===== src/hw/rtl/dtpc_ram.sv =====
// ============================================================================
// dtpc_ram
// Generic simple dual-port RAM: one write port, one read port, registered read.
// ============================================================================
`timescale 1ns / 1ps
`default_nettype none

module dtpc_ram #(
  parameter int WIDTH = 8,
  parameter int DEPTH = 16
) (
  input  wire logic                     clk,
  input  wire logic                     we,
  input  wire logic [$clog2(DEPTH)-1:0] waddr,
  input  wire logic [WIDTH-1:0]         wdata,
  input  wire logic [$clog2(DEPTH)-1:0] raddr,
  output logic      [WIDTH-1:0]         rdata
);

  logic [WIDTH-1:0] mem [DEPTH];

  always_ff @(posedge clk) begin
    if (we) begin
      mem[waddr] <= wdata;
    end
    rdata <= mem[raddr];
  end

endmodule

`default_nettype wire


===== config.mk =====
export PLATFORM = sky130hd
export DESIGN_NAME = dtpc_ram
export DESIGN_NICKNAME = d
export VERILOG_FILES = /design/src/hw/rtl/dtpc_ram.sv
export SDC_FILE = /design/constraint.sdc
export NUM_CORES = 1
export LEC_CHECK = 0
export BUFFER_PORTS_ARGS = -buffer_cell sky130_fd_sc_hd__buf_2
export CAP_MARGIN = 20
export CORE_ASPECT_RATIO = 0.6
export CORE_UTILIZATION = 65
export CTS_CLUSTER_SIZE = 8
export DETAILED_ROUTE_END_ITERATION = 8
export PLACE_DENSITY = 0.9
export SETUP_SLACK_MARGIN = 0.1
export SYNTH_ARGS = -nofsm -noshare
export SYNTH_HDL_FRONTEND = slang
export SYNTH_SLANG_ARGS = --single-unit

===== constraint.sdc =====
create_clock -name clk -period 4.1 [get_ports clk]
set_clock_uncertainty 0.05 [all_clocks]
set_input_delay 0.82 -clock clk [delete_from_list [all_inputs] [get_ports clk]]
set_output_delay 0.82 -clock clk [all_outputs]
set_load 0.05 [all_outputs]

* Word level (Yosys, flattened, before mapping)
Memories as Yosys holds them, arrays and structs flattened. A register that Yosys moved wholly into a read port is not among the register bits.
Index checks and enable logic that the tools add are counted.
** Operators by class
- Multiplexer cells :: 2
** Operators with widths (number)
- $mux W1 :: 2
** Storage, ports and cells
- Register bits :: 0
- Bits in writable memories :: 128
- Logic and storage cells :: 3
- Memories kept :: 1
** Memories
- mem :: words 16, bits a word 8, read ports 1, clocked after memory_dff 1, write ports 1, RTL line 20 : logic [WIDTH-1:0] mem [DEPTH];

* Depth between registers and ports, before layout
Gate-level depths: netlist of run 1.
- Depth after elaboration :: 2
- Depth in mapped cells :: 5
- Depth with buffers taken out :: 3

* Worst setup path after synthesis of run 1
Ideal clock, no wire load.
- Kind :: input to register
- Start :: input port waddr[2]
- End :: memory mem[0][0], enable pin
- Setup time :: 383 ps
- Arrival time :: 1930 ps
- Required time :: 3667 ps
- Slack :: 1737 ps
- Cell stages on the path :: 2
- Path buffers :: 0
- Cells stage by stage :: or3b_2 -> nor3_1
** RTL lines
- start, declared :: RTL line 14 : input wire logic [$clog2(DEPTH)-1:0] waddr,
- end, declared :: RTL line 20
Straight into the memory's write port.

==> impl_metrics.json, run 1 <==
{
  "status": "completed",
  "max_freq_ghz": 0.431,
  "ios": 26,
  "synthFlopType": "edfxtp_1",
  "grt_setup_unrepaired": "false",
  "peakVddDrop_mv": 0.488,
  "routed_wl_um": 9390,
  "port_buffers": 25,
  "path_clk_slew_ns": 0.05,
  "antenna_found_initial": 0,
  "maxCapViolCount": 0,
  "finalSetupTns_ns": 0,
  "synthCells": 229,
  "layout_min_cycle_time_ns": 2.32,
  "ys_ff_latch": 136,
  "numCtsBuffers": 17,
  "final_cells": 386,
  "dr.pass1.iters": 4,
  "yosysSeqAreaShare": 0.778,
  "syn_area_per_cell_um2": 22.5,
  "synth_edf_count": 128,
  "dieArea_mm2": 0.00829,
  "critPathLaunchType": "input port",
  "clk_latency_ns": 0.41,
  "cts_root_buf": "clkbuf_16",
  "pwr_density_cell_mw_per_mm2": 530,
  "critPathCaptureType": "register",
  "cts_setup_buffers": 0,
  "fin_ws_ns": 1.78,
  "grt_pass1_vias": 2522,
  "h-tree-depth": 4,
  "start_util": 0.691,
  "synth_most_common_cell": "edfxtp_1",
  "slew_headroom": 0.376,
  "worstHoldPathType": "reg -> reg",
  "rows": 24,
  "antennaDiodeCount": 0,
  "clkSinkCount": 136,
  "synth_area_leaders": "edfxtp_1 (75%), mux4_2 (7.9%), mux4_1 (7.1%)",
  "syn_area_mm2": 0.00515,
  "cts_tree": "done",
  "area_growth_pct": 14.7,
  "grt_max_degree": 33,
  "critPathKind": "in -> reg",
  "grt_overflow_total": 0,
  "cp.required_ns": 4.34,
  "drive_gt1_frac": 0.270,
  "fp.dieH_um": 70.9,
  "die_x_um": 117,
  "gp_congestion": 0.766,
  "vias": 2380,
  "hold_viol": 0,
  "tightestPinTransition_ns": 0.933,
  "coreArea_mm2": 0.00745,
  "yosysTopAreaCellShare": 0.747,
  "netlist-cell-type-count": 19,
  "synthTopCellsByCount": "edfxtp_1 (128), mux4_2 (18), a22oi_1 (16), mux4_1 (14), nor2_1 (13)",
  "first_iter_violations": 305,
  "dpl.hpwl_um": 5670,
  "placed_cells": 354,
  "fin_nets": 287,
  "crit_path_max_fanout": 19,
  "hold_buffers": 0,
  "crit_arrival_ns": 2.56,
  "remaining_drc_errors": 0,
  "p_leak_nw": 2.00,
  "grtUsageTotal": 0.262,
  "async_reset_ff_frac": 0,
  "fillers": 389,
  "post_cts_resized": 0,
  "yosysTopAreaCell": "edfxtp_1",
  "dp_slack_ns": 1.36,
  "antenna_left": 0,
  "grt_pass1_wl_um": 14300,
  "maxSlewViolCount": 0,
  "clk_path_buf_depth": 2,
  "yosys_warnings": 0,
  "finalSetupViolCount": 0,
  "via_per_inst": 6.17,
  "fin_crit_sh": 0.566,
  "post_drt_wl_per_cell_um": 24.3,
  "synth_nets": 247
}
cell type report:
type / count / area, um^2 / share of cell area
Sequential cell: 136 / 4000 / 0.678
Clock inverter: 14 / 114 / 0.0193
Clock buffer: 18 / 429 / 0.0727
Multi-Input combinational cell: 83 / 1060 / 0.179
Tap cell: 104 / 130 / 0.0220
Timing Repair Buffer: 31 / 170 / 0.0288
state kept, by name, indices dropped and copies added (netlist names):
signal and count:
mem 128, rdata 8
worst max-delay path: stages:
cell and delay [ns]:
buf_2 0.51, buf_4 0.30, mux4_1 0.59, a22oi_1 0.23, nand2_1 0.10
worst paths after layout:
path	slack, ns	cells past startpoint	end	startpoint
setup / recovery	1.78	5	rdata[1]$_DFF_P_	raddr[0]
hold / removal	0.62	3	rdata[6]$_DFF_P_	mem[4][6]$_DFFE_PP_
setup reg to reg	2.72	3	rdata[7]$_DFF_P_	mem[11][7]$_DFFE_PP_
hold reg to reg	0.62	3	rdata[6]$_DFF_P_	mem[4][6]$_DFFE_PP_
power by group:
part           internal [mW]  total [mW]  switching [mW]
clock                  0.874        1.40           0.524
combinational         0.0574       0.166           0.108
sequential              1.56        1.56         0.00897
total                   2.49        3.13           0.641
kinds of logic (layout without fill, tap and decap cells):
group	after synthesis	after routing	synth area share
flops	136	136	0.778
simple gates	35	35	0.0318
mux	32	32	0.150
compound gates	16	16	0.0233
buf+inv	10	63	0.0168
routing by layer:
metal | wire (um) | share of wire | vias to the layer above | GRT usage
met5 | 0 | 0 | - | 0
met4 | 144 | 0.015 | 0 | 0.111
met3 | 960 | 0.10 | 15 | 0.0968
met2 | 4390 | 0.47 | 97 | 0.377
met1 | 3890 | 0.41 | 1210 | 0.370
li1 | - | - | 1058 | -
cell usage in the layout (no fill, tap or decap), types with 4 or more instances in the layout:
| cell type | instances |
|---|---|
| buf_2 | 25 |
| mux4_2 | 18 |
| buf_4 | 6 |
| nor2_1 | 13 |
| clkinv_2 | 7 |
| clkbuf_16 | 17 |
| clkinv_1 | 5 |
| mux4_1 | 14 |
| dfxtp_1 | 8 |
| edfxtp_1 | 128 |
| nor3_1 | 4 |
| a22oi_1 | 16 |
| nand2_1 | 9 |
through the flow:
stage / area, um^2 / hold WS (ns) / power (mW) / utilization
finish: 5900 / 0.624 / 3.13 / 0.793
CTS: 5900 / 0.630 / 3.14 / 0.793
global route: 5900 / 0.650 / 3.21 / 0.793
global placement: 5360 / 0.600 / 1.75 / 0.720
floorplan: 5150 / 0.579 / 1.70 / -
detailed placement: 5360 / 0.614 / 1.76 / 0.720
Power figures use the tool's default switching activity.
==> run 2: changes to the inputs <==
--- a/config.mk
+++ b/config.mk
@@ -8,10 +8,10 @@
 export BUFFER_PORTS_ARGS = -buffer_cell sky130_fd_sc_hd__buf_2
 export CAP_MARGIN = 20
 export CORE_ASPECT_RATIO = 0.6
-export CORE_UTILIZATION = 65
+export CORE_UTILIZATION = 54
 export CTS_CLUSTER_SIZE = 8
 export DETAILED_ROUTE_END_ITERATION = 8
-export PLACE_DENSITY = 0.9
+export PLACE_DENSITY = 0.8
 export SETUP_SLACK_MARGIN = 0.1
 export SYNTH_ARGS = -nofsm -noshare
 export SYNTH_HDL_FRONTEND = slang
==> constraint.sdc (replaced) <==
create_clock -name clk -period 2.1 [get_ports clk]
set_clock_uncertainty 0.05 [all_clocks]
set_input_delay 0.42 -clock clk [delete_from_list [all_inputs] [get_ports clk]]
set_output_delay 0.42 -clock clk [all_outputs]
set_load 0.05 [all_outputs]
==> run 2 against run 1 <==
Core utilization fell by 13 points. Global-route usage fell by 2.9 points. Count of clock-buffer cells in the layout fell by 1. Setup slack got worse by 1.3 ns. Die area rose by 20%. Combinational power rose by 110%. Worst hold slack got worse by 0.28 ns. Power rose by 94%. Cell area rose by 3.2%. Critical path type is now reg -> out. Highest routed layer unchanged.
==> impl_metrics.json, run 2 (synthesis gave the netlist of run 1 again) <==
{
  "status": "completed",
  "first_iter_violations": 378,
  "antenna_found_initial": 0,
  "peakVddDrop_mv": 0.652,
  "max_stage_delay_ns": 0.43,
  "rows": 27,
  "p_seq_frac": 0.504,
  "slew_headroom": 0.539,
  "die_x_um": 128,
  "finalSetupTns_ns": 0,
  "clk_latency_ns": 0.42,
  "finalSetupViolCount": 0,
  "p_leak_nw": 2.08,
  "path_buf_inv": 1,
  "crit_path_max_fanout": 1,
  "p_sw_frac": 0.216,
  "multi_input_area_mm2": 0.00106,
  "fin_nets": 305,
  "hold_buffers": 0,
  "post_cts_resized": 0,
  "antenna_left": 0,
  "top_regs": "mem (128), rdata (8)",
  "clkSinkCount": 136,
  "power.internal_mw": 4.76,
  "worstHoldPathType": "in -> reg",
  "final_common_cell": "edfxtp_1",
  "mostFrequentLayoutCells": "edfxtp_1 (128), buf_2 (25), buf_4 (22), mux4_2 (18), clkbuf_16 (17)",
  "clk_path_buf_depth": 2,
  "coreArea_mm2": 0.00922,
  "ff_latch_area_mm2": 0.00400,
  "post_dp_cell_area_mm2": 0.00555,
  "grt_max_degree": 26,
  "dr.pass1.iters": 5,
  "antennaDiodeCount": 0,
  "grt_pass1_vias": 2564,
  "grt_pass1_wl_um": 15300,
  "crit_arrival_ns": 1.16,
  "ios": 26,
  "routed_wl_um": 10200,
  "numCtsBuffers": 17,
  "grt_overflow_total": 0,
  "crit_chain": "buf_2",
  "h-tree-depth": 4,
  "remaining_drc_errors": 0,
  "hold_viol": 0,
  "max_freq_ghz": 0.615,
  "area_growth_pct": 18.4,
  "dpl.hpwl_um": 6700,
  "port_buffers": 25,
  "fp.dieH_um": 77.6,
  "largest_register_ff_count": 128,
  "post_drt_wl_per_cell_um": 23.8,
  "vias": 2542,
  "gp_congestion": 0.805,
  "dieArea_mm2": 0.00994,
  "layout_min_cycle_time_ns": 1.63,
  "ff2ff_setup_slack_ns": 0.69,
  "maxSlewViolCount": 0,
  "slowest_stage": "dfxtp_1",
  "path_clk_slew_ns": 0.06,
  "critPathLaunchType": "register",
  "drive_gt1_frac": 0.323,
  "p_total_mw": 6.07,
  "grt_setup_unrepaired": "false",
  "cts_root_buf": "clkbuf_16",
  "via_per_inst": 5.91,
  "path_delay_family": "flip-flops",
  "clockPowerShare": 0.439,
  "cts_tree": "done",
  "fin_crit_sh": 0.774,
  "fillers": 602,
  "cp.required_ns": 1.63,
  "tightestPinTransition_ns": 0.690,
  "critPathCaptureType": "output port",
  "final_area_mm2": 0.00609,
  "top_register": "mem",
  "critPathKind": "reg -> out",
  "p_switching_mw": 1.31,
  "grtUsageTotal": 0.233,
  "pwr-share-comb": 0.057,
  "pwr_density_cell_mw_per_mm2": 996,
  "cts_setup_buffers": 0,
  "fin_util": 0.661,
  "maxCapViolCount": 0,
  "whs_ns": 0.343,
  "start_util": 0.558
}
-- run 2: worst paths after layout --
check | end | start | cells after the start
max | rdata[6] | rdata[6]$_DFF_P_ | 1
min | mem[8][4]$_DFFE_PP_ | wdata[4] | 1
max reg2reg | rdata[0]$_DFF_P_ | mem[0][0]$_DFFE_PP_ | 3
min reg2reg | rdata[1]$_DFF_P_ | mem[7][1]$_DFFE_PP_ | 3
-- run 2: power by group through the flow --
stage	Sequential, mW	Clock (mW)	Combinational (mW)
after floorplan	3.17	0	0.154
after global placement	3.11	0	0.337
after detailed placement	3.12	0	0.348
after CTS	3.06	2.69	0.350
after global routing	3.06	2.79	0.370
final	3.06	2.66	0.348
-- run 2: layer usage --
layer / vias to the layer above / global-route usage / share of wire
li1: 1090 / - / -
met1: 1305 / 0.334 / 0.42
met2: 132 / 0.339 / 0.47
met3: 15 / 0.0683 / 0.093
met4: 0 / 0.0976 / 0.010
met5: - / 0 / 0
-- run 2: cell type report --
class                      count  share of cell area
clock buffer                  17              0.0698
timing repair buffer          49              0.0542
sequential                   136               0.657
multi-input combinational     83               0.174
tap                          130              0.0267
clock inverter                15              0.0185
-- run 2: per-stage QoR --
step | setup slack [ns] | cells
4_1_cts | 0.483 | 430
2_1_floorplan | 0.137 | 229
3_5_place_dp | 0.187 | 398
5_1_grt | 0.476 | 430
6_report | 0.475 | 430
3_3_place_gp | 0.191 | 398
